**src/hw/rtl/lsb_pkg.sv**
```systemverilog
// shared constants, types and state codes of the lcd shadow buffer refresh block
`default_nettype none
package lsb_pkg;

    localparam int LSB_COLUMNS = 16;
    localparam int LSB_ROWS    = 2;

    localparam logic [7:0] SPACE_CHAR = 8'h20;
    localparam logic [7:0] ADDR_CMD   = 8'h80;
    localparam logic [7:0] ROW_STRIDE = 8'h40;

    localparam logic CMD_WRITE = 1'b0;
    localparam logic CMD_TICK  = 1'b1;

    typedef struct packed {
        logic [7:0] lcd_byte;
        logic       is_data;
        logic       last;
    } t_result;

    typedef enum logic [2:0] {
        ST_IDLE,
        ST_WR_WAIT,
        ST_WR_CMP,
        ST_SCAN,
        ST_RD_WAIT,
        ST_EMIT_CMD,
        ST_EMIT_DATA
    } t_back_state;

endpackage
`default_nettype wire

```
**src/hw/rtl/lcd_shadow_buffer_refresh.sv**
```systemverilog
// top level of the character lcd shadow buffer with dirty-cell refresh
// Items enter a two-deep queue and are carried out one at a time by the back
// unit. A write goes through dequeue, store read, then compare and write, and
// produces no bytes. A refresh tick is dequeued and then scans one cell per
// cycle, examining at most COLUMNS*ROWS+1 cells (32+1 by default) when
// nothing is dirty; a dirty cell adds a store read and then its emitted bytes
// (the address command when the cell does not follow the last written one,
// then the data byte marked last), each sent when the result queue has room.
// Emitted bytes wait in a two-deep result queue. The store comes out of
// reset reading as spaces with no dirty marks at once, with no clearing pass.
`default_nettype none
module lcd_shadow_buffer_refresh #(
    parameter int COLUMNS = lsb_pkg::LSB_COLUMNS,
    parameter int ROWS    = lsb_pkg::LSB_ROWS
) (
    input  wire logic       i_clk,
    input  wire logic       i_rst_n,
    input  wire logic       push,
    output logic            full,
    input  wire logic       i_cmd,
    input  wire logic [3:0] i_column,
    input  wire logic       i_row,
    input  wire logic [7:0] i_character,
    input  wire logic       pop,
    output logic            empty,
    output logic [7:0]      o_lcd_byte,
    output logic            o_is_data,
    output logic            o_last
);

    localparam int CELLS = COLUMNS * ROWS;
    localparam int IDX_W = (CELLS > 1) ? $clog2(CELLS) : 1;
    localparam int OP_W  = 1 + IDX_W + 8;
    localparam int RES_W = $bits(lsb_pkg::t_result);

    logic             op_push;
    logic             op_tick_in;
    logic [IDX_W-1:0] op_idx_in;
    logic [7:0]       op_char_in;
    logic             op_full;
    logic             op_pop;
    logic             op_empty;
    logic [OP_W-1:0]  op_data;

    logic             res_push;
    logic             res_full;
    lsb_pkg::t_result res_in;
    lsb_pkg::t_result res_out;

    lsb_front #(
        .COLUMNS (COLUMNS),
        .ROWS    (ROWS),
        .IDX_W   (IDX_W)
    ) u_front (
        .i_push      (push),
        .o_full      (full),
        .i_cmd       (i_cmd),
        .i_column    (i_column),
        .i_row       (i_row),
        .i_character (i_character),
        .o_op_push   (op_push),
        .o_op_tick   (op_tick_in),
        .o_op_idx    (op_idx_in),
        .o_op_char   (op_char_in),
        .i_op_full   (op_full)
    );

    lsb_fifo #(
        .WIDTH (OP_W),
        .DEPTH (2)
    ) u_op_queue (
        .i_clk   (i_clk),
        .i_rst_n (i_rst_n),
        .i_push  (op_push),
        .i_data  ({op_tick_in, op_idx_in, op_char_in}),
        .o_full  (op_full),
        .i_pop   (op_pop),
        .o_data  (op_data),
        .o_empty (op_empty)
    );

    lsb_back #(
        .COLUMNS (COLUMNS),
        .ROWS    (ROWS),
        .IDX_W   (IDX_W)
    ) u_back (
        .i_clk      (i_clk),
        .i_rst_n    (i_rst_n),
        .i_op_empty (op_empty),
        .i_op_tick  (op_data[OP_W-1]),
        .i_op_idx   (op_data[OP_W-2:8]),
        .i_op_char  (op_data[7:0]),
        .o_op_pop   (op_pop),
        .i_res_full (res_full),
        .o_res_push (res_push),
        .o_res      (res_in)
    );

    lsb_fifo #(
        .WIDTH (RES_W),
        .DEPTH (2)
    ) u_res_queue (
        .i_clk   (i_clk),
        .i_rst_n (i_rst_n),
        .i_push  (res_push),
        .i_data  (res_in),
        .o_full  (res_full),
        .i_pop   (pop),
        .o_data  (res_out),
        .o_empty (empty)
    );

    assign o_lcd_byte = res_out.lcd_byte;
    assign o_is_data  = res_out.is_data;
    assign o_last     = res_out.last;

endmodule
`default_nettype wire

```
**src/hw/rtl/lsb_fifo.sv**
```systemverilog
// small register queue between the front, the back and the result side
`default_nettype none
module lsb_fifo #(
    parameter int WIDTH = 8,
    parameter int DEPTH = 2
) (
    input  wire logic             i_clk,
    input  wire logic             i_rst_n,
    input  wire logic             i_push,
    input  wire logic [WIDTH-1:0] i_data,
    output logic                  o_full,
    input  wire logic             i_pop,
    output logic [WIDTH-1:0]      o_data,
    output logic                  o_empty
);

    localparam int PTR_W = (DEPTH > 1) ? $clog2(DEPTH) : 1;
    localparam int CNT_W = $clog2(DEPTH + 1);

    logic [WIDTH-1:0] r_mem [DEPTH];
    logic [PTR_W-1:0] r_wr_ptr, n_wr_ptr;
    logic [PTR_W-1:0] r_rd_ptr, n_rd_ptr;
    logic [CNT_W-1:0] r_count, n_count;
    logic             do_push;
    logic             do_pop;

    assign o_full  = (r_count == CNT_W'(DEPTH));
    assign o_empty = (r_count == '0);
    assign o_data  = r_mem[r_rd_ptr];
    assign do_push = i_push && !o_full;
    assign do_pop  = i_pop && !o_empty;

    always_comb begin
        n_wr_ptr = r_wr_ptr;
        n_rd_ptr = r_rd_ptr;
        n_count  = r_count;
        if (do_push) begin
            n_wr_ptr = (r_wr_ptr == PTR_W'(DEPTH - 1)) ? '0 : r_wr_ptr + 1'b1;
        end
        if (do_pop) begin
            n_rd_ptr = (r_rd_ptr == PTR_W'(DEPTH - 1)) ? '0 : r_rd_ptr + 1'b1;
        end
        if (do_push && !do_pop) begin
            n_count = r_count + 1'b1;
        end else if (do_pop && !do_push) begin
            n_count = r_count - 1'b1;
        end
    end

    always_ff @(posedge i_clk) begin
        if (!i_rst_n) begin
            r_wr_ptr <= '0;
            r_rd_ptr <= '0;
            r_count  <= '0;
        end else begin
            r_wr_ptr <= n_wr_ptr;
            r_rd_ptr <= n_rd_ptr;
            r_count  <= n_count;
        end
    end

    always_ff @(posedge i_clk) begin
        if (do_push) begin
            r_mem[r_wr_ptr] <= i_data;
        end
    end

endmodule
`default_nettype wire

```
**src/hw/rtl/lsb_front.sv**
```systemverilog
// front end: accepts items, drops writes outside the screen, forms the cell index
`default_nettype none
module lsb_front #(
    parameter int COLUMNS = lsb_pkg::LSB_COLUMNS,
    parameter int ROWS    = lsb_pkg::LSB_ROWS,
    parameter int IDX_W   = 5
) (
    input  wire logic             i_push,
    output logic                  o_full,
    input  wire logic             i_cmd,
    input  wire logic [3:0]       i_column,
    input  wire logic             i_row,
    input  wire logic [7:0]       i_character,
    output logic                  o_op_push,
    output logic                  o_op_tick,
    output logic [IDX_W-1:0]      o_op_idx,
    output logic [7:0]            o_op_char,
    input  wire logic             i_op_full
);

    logic in_range;

    always_comb begin
        in_range  = ({28'd0, i_column} < 32'(COLUMNS)) && ({31'd0, i_row} < 32'(ROWS));
        o_full    = i_op_full;
        o_op_tick = (i_cmd == lsb_pkg::CMD_TICK);
        o_op_idx  = i_row ? IDX_W'(COLUMNS) + IDX_W'(i_column) : IDX_W'(i_column);
        o_op_char = i_character;
        // out-of-range writes are taken and dropped here
        o_op_push = i_push && !i_op_full && (o_op_tick || in_range);
    end

endmodule
`default_nettype wire

```
**src/hw/rtl/lsb_back.sv**
```systemverilog
// back end: shadow store, dirty marks, refresh scanner and byte emission
`default_nettype none
module lsb_back #(
    parameter int COLUMNS = lsb_pkg::LSB_COLUMNS,
    parameter int ROWS    = lsb_pkg::LSB_ROWS,
    parameter int IDX_W   = 5
) (
    input  wire logic             i_clk,
    input  wire logic             i_rst_n,
    input  wire logic             i_op_empty,
    input  wire logic             i_op_tick,
    input  wire logic [IDX_W-1:0] i_op_idx,
    input  wire logic [7:0]       i_op_char,
    output logic                  o_op_pop,
    input  wire logic             i_res_full,
    output logic                  o_res_push,
    output lsb_pkg::t_result      o_res
);

    localparam int CELLS  = COLUMNS * ROWS;
    localparam int SCOL_W = $clog2(COLUMNS + 1);

    lsb_pkg::t_back_state r_state, n_state;

    logic [7:0]        r_mem [CELLS];
    logic [CELLS-1:0]  r_written;
    logic [CELLS-1:0]  r_dirty;
    logic [IDX_W-1:0]  r_addr, n_addr;
    logic [7:0]        r_char, n_char;
    logic [7:0]        r_rdata;
    logic [SCOL_W-1:0] r_scan_col, n_scan_col;
    logic              r_scan_row, n_scan_row;
    logic [SCOL_W-1:0] r_exp_col, n_exp_col;
    logic              r_exp_valid, n_exp_valid;
    logic              r_need_addr, n_need_addr;
    logic [7:0]        r_cmd_byte, n_cmd_byte;

    logic              wr_en;
    logic              dirty_set;
    logic              dirty_clr;
    logic [SCOL_W-1:0] cur_col;
    logic              cur_row;
    logic              cur_ev;
    logic              wrapped;
    logic [IDX_W-1:0]  scan_idx;

    always_comb begin
        n_state     = r_state;
        n_addr      = r_addr;
        n_char      = r_char;
        n_scan_col  = r_scan_col;
        n_scan_row  = r_scan_row;
        n_exp_col   = r_exp_col;
        n_exp_valid = r_exp_valid;
        n_need_addr = r_need_addr;
        n_cmd_byte  = r_cmd_byte;
        o_op_pop    = 1'b0;
        o_res_push  = 1'b0;
        o_res       = '0;
        wr_en       = 1'b0;
        dirty_set   = 1'b0;
        dirty_clr   = 1'b0;

        // next cell of the scan, with the row step and wrap folded in
        cur_col = r_scan_col;
        cur_row = r_scan_row;
        cur_ev  = r_exp_valid;
        wrapped = 1'b0;
        if (r_scan_col >= SCOL_W'(COLUMNS)) begin
            cur_col = '0;
            cur_ev  = 1'b0;
            if (r_scan_row == 1'(ROWS - 1)) begin
                cur_row = 1'b0;
                wrapped = 1'b1;
            end else begin
                cur_row = 1'b1;
            end
        end
        scan_idx = cur_row ? IDX_W'(COLUMNS) + IDX_W'(cur_col) : IDX_W'(cur_col);

        unique case (r_state)
            lsb_pkg::ST_IDLE: begin
                if (!i_op_empty) begin
                    o_op_pop = 1'b1;
                    if (i_op_tick) begin
                        n_state = lsb_pkg::ST_SCAN;
                    end else begin
                        n_addr  = i_op_idx;
                        n_char  = i_op_char;
                        n_state = lsb_pkg::ST_WR_WAIT;
                    end
                end
            end
            lsb_pkg::ST_WR_WAIT: begin
                n_state = lsb_pkg::ST_WR_CMP;
            end
            lsb_pkg::ST_WR_CMP: begin
                if (r_rdata != r_char) begin
                    wr_en     = 1'b1;
                    dirty_set = 1'b1;
                end
                n_state = lsb_pkg::ST_IDLE;
            end
            lsb_pkg::ST_SCAN: begin
                n_scan_row = cur_row;
                n_scan_col = cur_col + 1'b1;
                if (r_dirty[scan_idx]) begin
                    n_addr      = scan_idx;
                    n_need_addr = !(cur_ev && (r_exp_col == cur_col));
                    n_cmd_byte  = lsb_pkg::ADDR_CMD |
                                  ((cur_row ? lsb_pkg::ROW_STRIDE : 8'h00) + 8'(cur_col));
                    n_exp_col   = cur_col + 1'b1;
                    n_exp_valid = 1'b1;
                    n_state     = lsb_pkg::ST_RD_WAIT;
                end else begin
                    n_exp_valid = cur_ev;
                    if (wrapped) begin
                        n_state = lsb_pkg::ST_IDLE;
                    end
                end
            end
            lsb_pkg::ST_RD_WAIT: begin
                dirty_clr = 1'b1;
                n_state   = r_need_addr ? lsb_pkg::ST_EMIT_CMD : lsb_pkg::ST_EMIT_DATA;
            end
            lsb_pkg::ST_EMIT_CMD: begin
                o_res.lcd_byte = r_cmd_byte;
                o_res.is_data  = 1'b0;
                o_res.last     = 1'b0;
                if (!i_res_full) begin
                    o_res_push = 1'b1;
                    n_state    = lsb_pkg::ST_EMIT_DATA;
                end
            end
            lsb_pkg::ST_EMIT_DATA: begin
                o_res.lcd_byte = r_rdata;
                o_res.is_data  = 1'b1;
                o_res.last     = 1'b1;
                if (!i_res_full) begin
                    o_res_push = 1'b1;
                    n_state    = lsb_pkg::ST_IDLE;
                end
            end
            default: begin
                n_state = lsb_pkg::ST_IDLE;
            end
        endcase
    end

    always_ff @(posedge i_clk) begin
        if (!i_rst_n) begin
            r_state     <= lsb_pkg::ST_IDLE;
            r_written   <= '0;
            r_dirty     <= '0;
            r_scan_col  <= '0;
            r_scan_row  <= 1'b0;
            r_exp_col   <= '0;
            r_exp_valid <= 1'b0;
        end else begin
            r_state     <= n_state;
            r_scan_col  <= n_scan_col;
            r_scan_row  <= n_scan_row;
            r_exp_col   <= n_exp_col;
            r_exp_valid <= n_exp_valid;
            if (wr_en) begin
                r_written[r_addr] <= 1'b1;
            end
            if (dirty_set) begin
                r_dirty[r_addr] <= 1'b1;
            end else if (dirty_clr) begin
                r_dirty[r_addr] <= 1'b0;
            end
        end
    end

    always_ff @(posedge i_clk) begin
        r_addr      <= n_addr;
        r_char      <= n_char;
        r_need_addr <= n_need_addr;
        r_cmd_byte  <= n_cmd_byte;
    end

    // cells never written read as space
    always_ff @(posedge i_clk) begin
        if (wr_en) begin
            r_mem[r_addr] <= r_char;
        end
        r_rdata <= r_written[r_addr] ? r_mem[r_addr] : lsb_pkg::SPACE_CHAR;
    end

endmodule
`default_nettype wire

```
**config.mk**
```make
export PLATFORM = sky130hd
export DESIGN_NAME = lcd_shadow_buffer_refresh
export DESIGN_NICKNAME = d
export VERILOG_FILES = /design/src/hw/rtl/lsb_pkg.sv /design/src/hw/rtl/lcd_shadow_buffer_refresh.sv /design/src/hw/rtl/lsb_fifo.sv /design/src/hw/rtl/lsb_front.sv /design/src/hw/rtl/lsb_back.sv
export SDC_FILE = /design/constraint.sdc
export NUM_CORES = 1
export LEC_CHECK = 0
export ABC_CLOCK_PERIOD_IN_PS = 3950
export BUFFER_PORTS_ARGS = -buffer_cell sky130_fd_sc_hd__buf_2
export CAP_MARGIN = 20
export CORE_MARGIN = 2
export CORE_UTILIZATION = 48
export DETAILED_ROUTE_END_ITERATION = 8
export PLACE_DENSITY = 0.71
export RECOVER_POWER = 50
export SLEW_MARGIN = 20
export SYNTH_ARGS = -nofsm -noshare
export SYNTH_HDL_FRONTEND = slang
export SYNTH_SLANG_ARGS = --single-unit
```
**constraint.sdc**
```tcl
create_clock -name i_clk -period 3.95 [get_ports i_clk]
set_input_delay 0 -clock i_clk [delete_from_list [all_inputs] [get_ports i_clk]]
set_output_delay 0 -clock i_clk [all_outputs]
set_load 0.005 [all_outputs]
```
Yosys cells after proc, flatten, opt, wreduce, memory -nomap -nowiden
Memories as Yosys holds them, arrays and structs flattened. A register that Yosys moved wholly into a read port is not among the register bits.
Cells that the tools add are included.
Storage, ports and cells
  register bits: 108
  RAM bits: 304
  input bits: 18
  logic and storage cells: 147
  memories: 3
Memory list
  u_back.r_mem: depth 32, width 8, read ports 1, clocked after Yosys merged registers in 1, wr ports 1, line lsb_back.sv:25  | logic [7:0] r_mem [CELLS];
  u_op_queue.r_mem: depth 2, width 14, read ports 1, clocked after Yosys merged registers in 1, wr ports 1, line lsb_fifo.sv:20  | logic [WIDTH-1:0] r_mem [DEPTH];
  u_res_queue.r_mem: depth 2, width 10, read ports 1, clocked after Yosys merged registers in 1, wr ports 1, line lsb_fifo.sv:20
Operators by class
  add/sub/neg operators: 12
  $lt $le $gt $ge: 4
  equal/unequal tests: 16
  multiplexer cells: 56
  bitwise gates (word level): 6
  reductions and logical operators: 33
Operators by type and width (count)
  32-bit 2-to-1 mux: 2
  32-bit OR: 2
  32-bit bitwise AND: 1
  32-bit inverter: 1
  1-bit 2-to-1 mux: 30
  5-bit 2-to-1 mux: 6
  10-bit one-hot mux with 2 select lines: 1
  3-bit one-hot mux with 6 select lines: 1
  3-bit 2-to-1 mux: 5
  5-bit by 6-bit less-than comparator with 1-bit output, second input constant: 2
  2-bit 2-to-1 mux: 6
  1-bit logical AND: 11
  1-bit binary-select mux with 5-bit select: 2
  1-bit zero test: 10
  5-bit one-hot mux with 2 select lines: 1
  3-bit equality test, second input constant: 3
  2-bit != test, second input constant: 4
  8-bit != test: 1
  4-bit AND reduction: 2
  2-bit nonzero test: 4
  7-bit by 5-bit adder with 7-bit output: 1
  7-bit 2-to-1 mux: 1
  3-bit by 2-bit equality test with 1-bit output, second input constant: 2
  5-bit by 1-bit adder with 5-bit output, second input constant: 1
  other kinds (19): 27

Longest topological paths before layout
  depth in word-level cells: 8
  depth in mapped cells: 9
  gate-level depth less buffers: 8

Hierarchy
Synthesis repeated with hierarchy kept, for this count alone.
Unflattened totals
  cell total of the unflattened synthesis: 994
  area total of the unflattened synthesis: 16837.4 sq um
By module, submodules not included
  lsb_back: instances 1, cells an instance 853, area an instance 14527.7 sq um
  lsb_fifo at u_op_queue: instances 1, cells an instance 68, area an instance 1237.4 sq um
  lsb_fifo at u_res_queue: instances 1, cells an instance 57, area an instance 945.9 sq um
  lsb_front: instances 1, cells an instance 16, area an instance 126.4 sq um

Least setup slack after synthesis
No wires, ideal clock.
  path type: register to register
  from: register u_back.r_scan_row
  to: register u_back.r_addr[0] (enable)
  setup time: 0.293 ns
  arrival: 2.081 ns
  required time: 3.657 ns
  setup slack: 1.576 ns
  stages on the path, launching flop included: 8
  period minus slack after synthesis: 2.374 ns
  path through: dfxtp_1 ha_1 or3b_1 a2111oi_0 a221oi_1 o221ai_2 buf_6 o21ai_1
On the way
  word-level cells in the longest chain between the ends: 7
Ends and longest elaborated chain
  start, declared: line lsb_back.sv:32  | logic r_scan_row, n_scan_row;
  start signal, assigned: line lsb_back.sv:162  | r_scan_row <= n_scan_row;
  1-bit 2-to-1 mux: line lsb_back.sv:72  | if (r_scan_row == 1'(ROWS - 1)) begin
  1-bit 2-to-1 mux *: line lsb_back.sv:69  | if (r_scan_col >= SCOL_W'(COLUMNS)) begin
  via u_back.cur_row: line lsb_back.sv:42  | logic cur_row;
  5-bit 2-to-1 mux *: line lsb_back.sv:79  | scan_idx = cur_row ? IDX_W'(COLUMNS) + IDX_W'(cur_col) : IDX_W'(cur_col);
  1-bit binary-select mux with 5-bit select *: line lsb_back.sv:107  | if (r_dirty[scan_idx]) begin
  1-bit 2-to-1 mux (not written as such) *: line lsb_back.sv:107
  2-bit by 1-bit != test with 1-bit output (no source line) *
  4-bit AND reduction (no source line) *
  end signal, assigned: line lsb_back.sv:177  | r_addr <= n_addr;
  end, declared: line lsb_back.sv:28  | logic [IDX_W-1:0] r_addr, n_addr;
The timed path passes the listed nets; every way through them passes the cells marked *. The select of a mux whose other input is x is not followed.
A chain may end at the register's enable or synchronous reset.

Worst setup path after layout
  from: register u_back.r_scan_col[4]
  to: register u_back.r_addr[1] (enable)
RTL lines
  start, declared: line lsb_back.sv:31  | logic [SCOL_W-1:0] r_scan_col, n_scan_col;
  start signal, assigned: line lsb_back.sv:161  | r_scan_col <= n_scan_col;
  5-bit >= comparator: line lsb_back.sv:69
  1-bit 2-to-1 mux: line lsb_back.sv:69
  via u_back.cur_row: line lsb_back.sv:42
  5-bit 2-to-1 mux: line lsb_back.sv:79
  1-bit binary-select mux with 5-bit select: line lsb_back.sv:107
  1-bit 2-to-1 mux (not written as such): line lsb_back.sv:107
  2-bit by 1-bit != test with 1-bit output (no source line)
  4-bit AND reduction (no source line)
The timed path passes the listed nets, and every way through them passes these cells. The select of a mux whose other input is x is not followed.

==> flow_summary.yaml <==
synth:
  ys_warn_count: 0
  async_reset_ff_share_pct: 0
  synth.area.top_cells: "edfxtp_1 59%, dfxtp_1 12%, mux4_2 9.8%, o21a_1 4.5%, mux2_2 1.4%"
  syn_inst: 974
  ys.flop_type: "edfxtp_1"
  synth_area_mm2: 0.0165
  synth_cell_types: 60
  avgSynthCellArea_um2: 16.9
  synth_top_area_share_pct: 58.7
  seq_area_frac_synth_pct: 70.4
  synth_area_leader_cell: "edfxtp_1"
  synth_nets: 996
  ys_seq_elements: 419
  synth_edf_count: 322
detailed_routing:
  drtAntennaViolNets: 0
  drc: 0
  first_pass_iters: 5
  routedWlPerCell_um: 23.2
  wirelength_um: 36000
  drt_iter0_markers: 831
  via_count: 9047
  viasPerCell: 5.84
final_layout:
  syn_to_final_growth_pct: 14.7
  fin_util_pct: 56.1
  finish.instance_area_mm2: 0.0189
  layout.nets: 1090
  fin_cells: 1550
  final_layout_size_suffix_gt1_share_pct: 22.3
  num_antenna_cells: 0
  nFillCells: 2632
timing:
  tns_ns: 0
  skew_ns: 0.0186
  setup_viol: 0
  hold_violations: 0
  fin_crit_ns: 2.99
  timing.fmax_mhz: 334
  worst_slew_margin_rel_pct: 4.46
  timing.final.crit_share_pct: 75.7
  tightest_slew_ns: 1.43
  rsz0062_at_grt: "false"
  drv_slew: 0
setup_path:
  r2r-start: "u_back.r_scan_col[4]$_SDFFE_PN0P_"
  crit_type: "reg -> reg"
  cp-endpoint: "u_back.r_addr[1]$_DFFE_PP_"
  crit_arrival_ns: 3.22
  r2r-end: "u_back.r_addr[1]$_DFFE_PP_"
  cp-start-kind: "flip-flop"
  critPathRequiredTime_ns: 4.18
  r2r_setup_slack_ns: 0.96
  crit_fanout: 19
  startpoint: "u_back.r_scan_col[4]$_SDFFE_PN0P_"
  worstSetupEndpointType: "flip-flop"
  reg2reg_depth: 7
power:
  powerDensity_mw_per_mm2: 562
  vdd_drop_max_uv: 415
  p_leak_nw: 6.17
floorplan:
  io_pins: 30
  core_area_mm2: 0.0337
  die_height_um: 189
  die_width_um: 189
  num_rows: 67
  start_util_pct: 48.9
  die-area_mm2: 0.0358
outcome:
  status: "complete, no violations"
global_route:
  antenna_found_initial: 0
  grt_use_total_pct: 20.6
  grt_overflow_total: 0
  grt_pass1_vias: 9117
  grt_max_degree: 63
  grt_first_pass_wirelength_um: 55000
min_path:
  hold_class: "in -> reg"
  hold_start: "i_rst_n"
placement:
  dpl_cell_area_mm2: 0.0174
  placed_cells: 1454
  dp_hpwl_um: 22600
  place.gp.congestion: 0.867
  port_buffers: 29
clock_tree:
  cts_root_buf: "clkbuf_16"
  cts_tree: "yes"
  clk_pin_slew_ns: 0.06
  cts_buffers: 43
  htreeDepth: 2
  cts.sinks: 419
  clk_latency_ns: 0.55
  cts_max_path_buffers: 3
run:
  maxCapViolCount: 0
## cell type report
class / instances / area [um2] / area share, %
Tap cell: 448 / 561 / 2.97
Timing Repair Buffer: 105 / 762 / 4.03
Inverter: 8 / 30.0 / 0.159
Sequential cell: 419 / 11600 / 61.4
Clock inverter: 19 / 176 / 0.933
Clock buffer: 60 / 1180 / 6.24
Multi-Input combinational cell: 491 / 4580 / 24.2
## cell usage after synthesis, types with 5 or more instances
cell type and n:
edfxtp_1 322, o21a_1 98, dfxtp_1 97, mux4_2 72, nor2_1 47, nand2_1 31, a22oi_1 29, clkbuf_1 29
mux2_2 21, nor2b_1 16, buf_2 15, o21ai_0 13, a221oi_1 12, and2_1 12, xor2_1 12, nand3_1 9
a22o_1 8, mux2i_1 8, nand2b_1 8, xnor2_1 8, a31oi_1 7, a21boi_0 6, a21oi_1 6, buf_1 6
inv_1 6, and3_1 5, nand4_1 5, o21ai_2 5
## cells in the final DEF, fill, tap and decap left out, drive strengths merged, types with 9 or more instances in the layout
cell type / synthesis / final
buf: 27 / 72
edfxtp: 322 / 322
mux4: 72 / 72
nor2: 47 / 47
xor2: 12 / 12
o21a: 98 / 98
a221oi: 12 / 12
inv: 8 / 11
nand3: 10 / 10
mux2: 24 / 24
dlygate4sd3: 0 / 16
a21boi: 9 / 9
dfxtp: 97 / 97
o21ai: 19 / 19
nand2: 31 / 31
clkbuf: 29 / 77
and2: 12 / 12
nor2b: 16 / 16
a22oi: 29 / 29
clkinv: 0 / 12
## metal layers
layer | part of all wire [%] | global-route usage (%)
met1 | 43 | 28.1
met2 | 47 | 32.9
met3 | 6.8 | 3.89
met4 | 3.3 | 8.26
met5 | 0 | 0
## power by group
group | internal (mW) | switching (mW) | leakage, nW | total [mW]
logic | 0.612 | 0.867 | 1.85 | 1.48
clock network | 2.29 | 1.60 | 0.663 | 3.89
registers | 5.07 | 0.175 | 3.66 | 5.25
## registers in the layout, indices dropped and copies added (netlist names), 3 cells and up, named ones only
signal and cells:
u_op_queue.r_mem 28, u_back.r_addr 5, u_back.r_state 3, u_res_queue.r_mem 18, u_back.r_rdata 8, u_back.r_cmd_byte 6, u_back.r_exp_col 5, u_back.r_char 8
u_back.r_scan_col 5, u_back.r_written 32, u_back.r_mem 256
## worst max-delay path, cell delays in order, from the launching register on
cell and delay (ns):
dfxtp_1 0.66, ha_1 0.42, or3b_1 0.39, a2111oi_0 0.43
a221oi_1 0.14, o221ai_2 0.18, buf_4 0.25, o21ai_1 0.20
## per-stage QoR
step	hold slack, ns	power, mW	setup WS, ns
6_report	0.0130	10.6	0.959
5_1_grt	0.0294	11.0	0.758
4_1_cts	0.162	10.7	0.917
3_5_place_dp	0.191	6.82	0.920
3_3_place_gp	0.188	6.78	0.963
2_1_floorplan	0.0989	6.29	1.58
## how the worst min path moves through the flow
| stage | to | cells past startpoint |
|---|---|---|
| global route | u_res_queue.r_wr_ptr$_SDFFE_PN0P_ | 2 |
| detailed placement | u_op_queue.r_mem[1][2]$_DFFE_PP_ | 1 |
| floorplan | u_op_queue.r_mem[0][0]$_DFFE_PP_ | 0 |
| CTS | u_op_queue.r_mem[1][7]$_DFFE_PP_ | 2 |
| global placement | u_op_queue.r_mem[1][12]$_DFFE_PP_ | 1 |
| finish | u_res_queue.r_wr_ptr$_SDFFE_PN0P_ | 2 |
## kinds of logic (layout without fill, tap and decap cells)
group                      count (synthesis)  in the layout  synth area share, %
DFF                                      419            419                 70.4
AOI/OAI and AO/OA                        202            202                 9.33
and+or+nand+nor                          160            160                 5.08
muxes                                    104            104                 12.0
buffers and inverters                     64            192                 1.78
xor gates and xnor gates                  20             20                 1.06
adders and majority gates                  4              4                0.304
other                                      1              1               0.0228
## timing repair
item,CTS,global route
buffers inserted,0,0
resized for setup,0,0
endpoints found under the hold margin,31,0
hold buffers,16,0
Power figures use the tool's default switching activity.
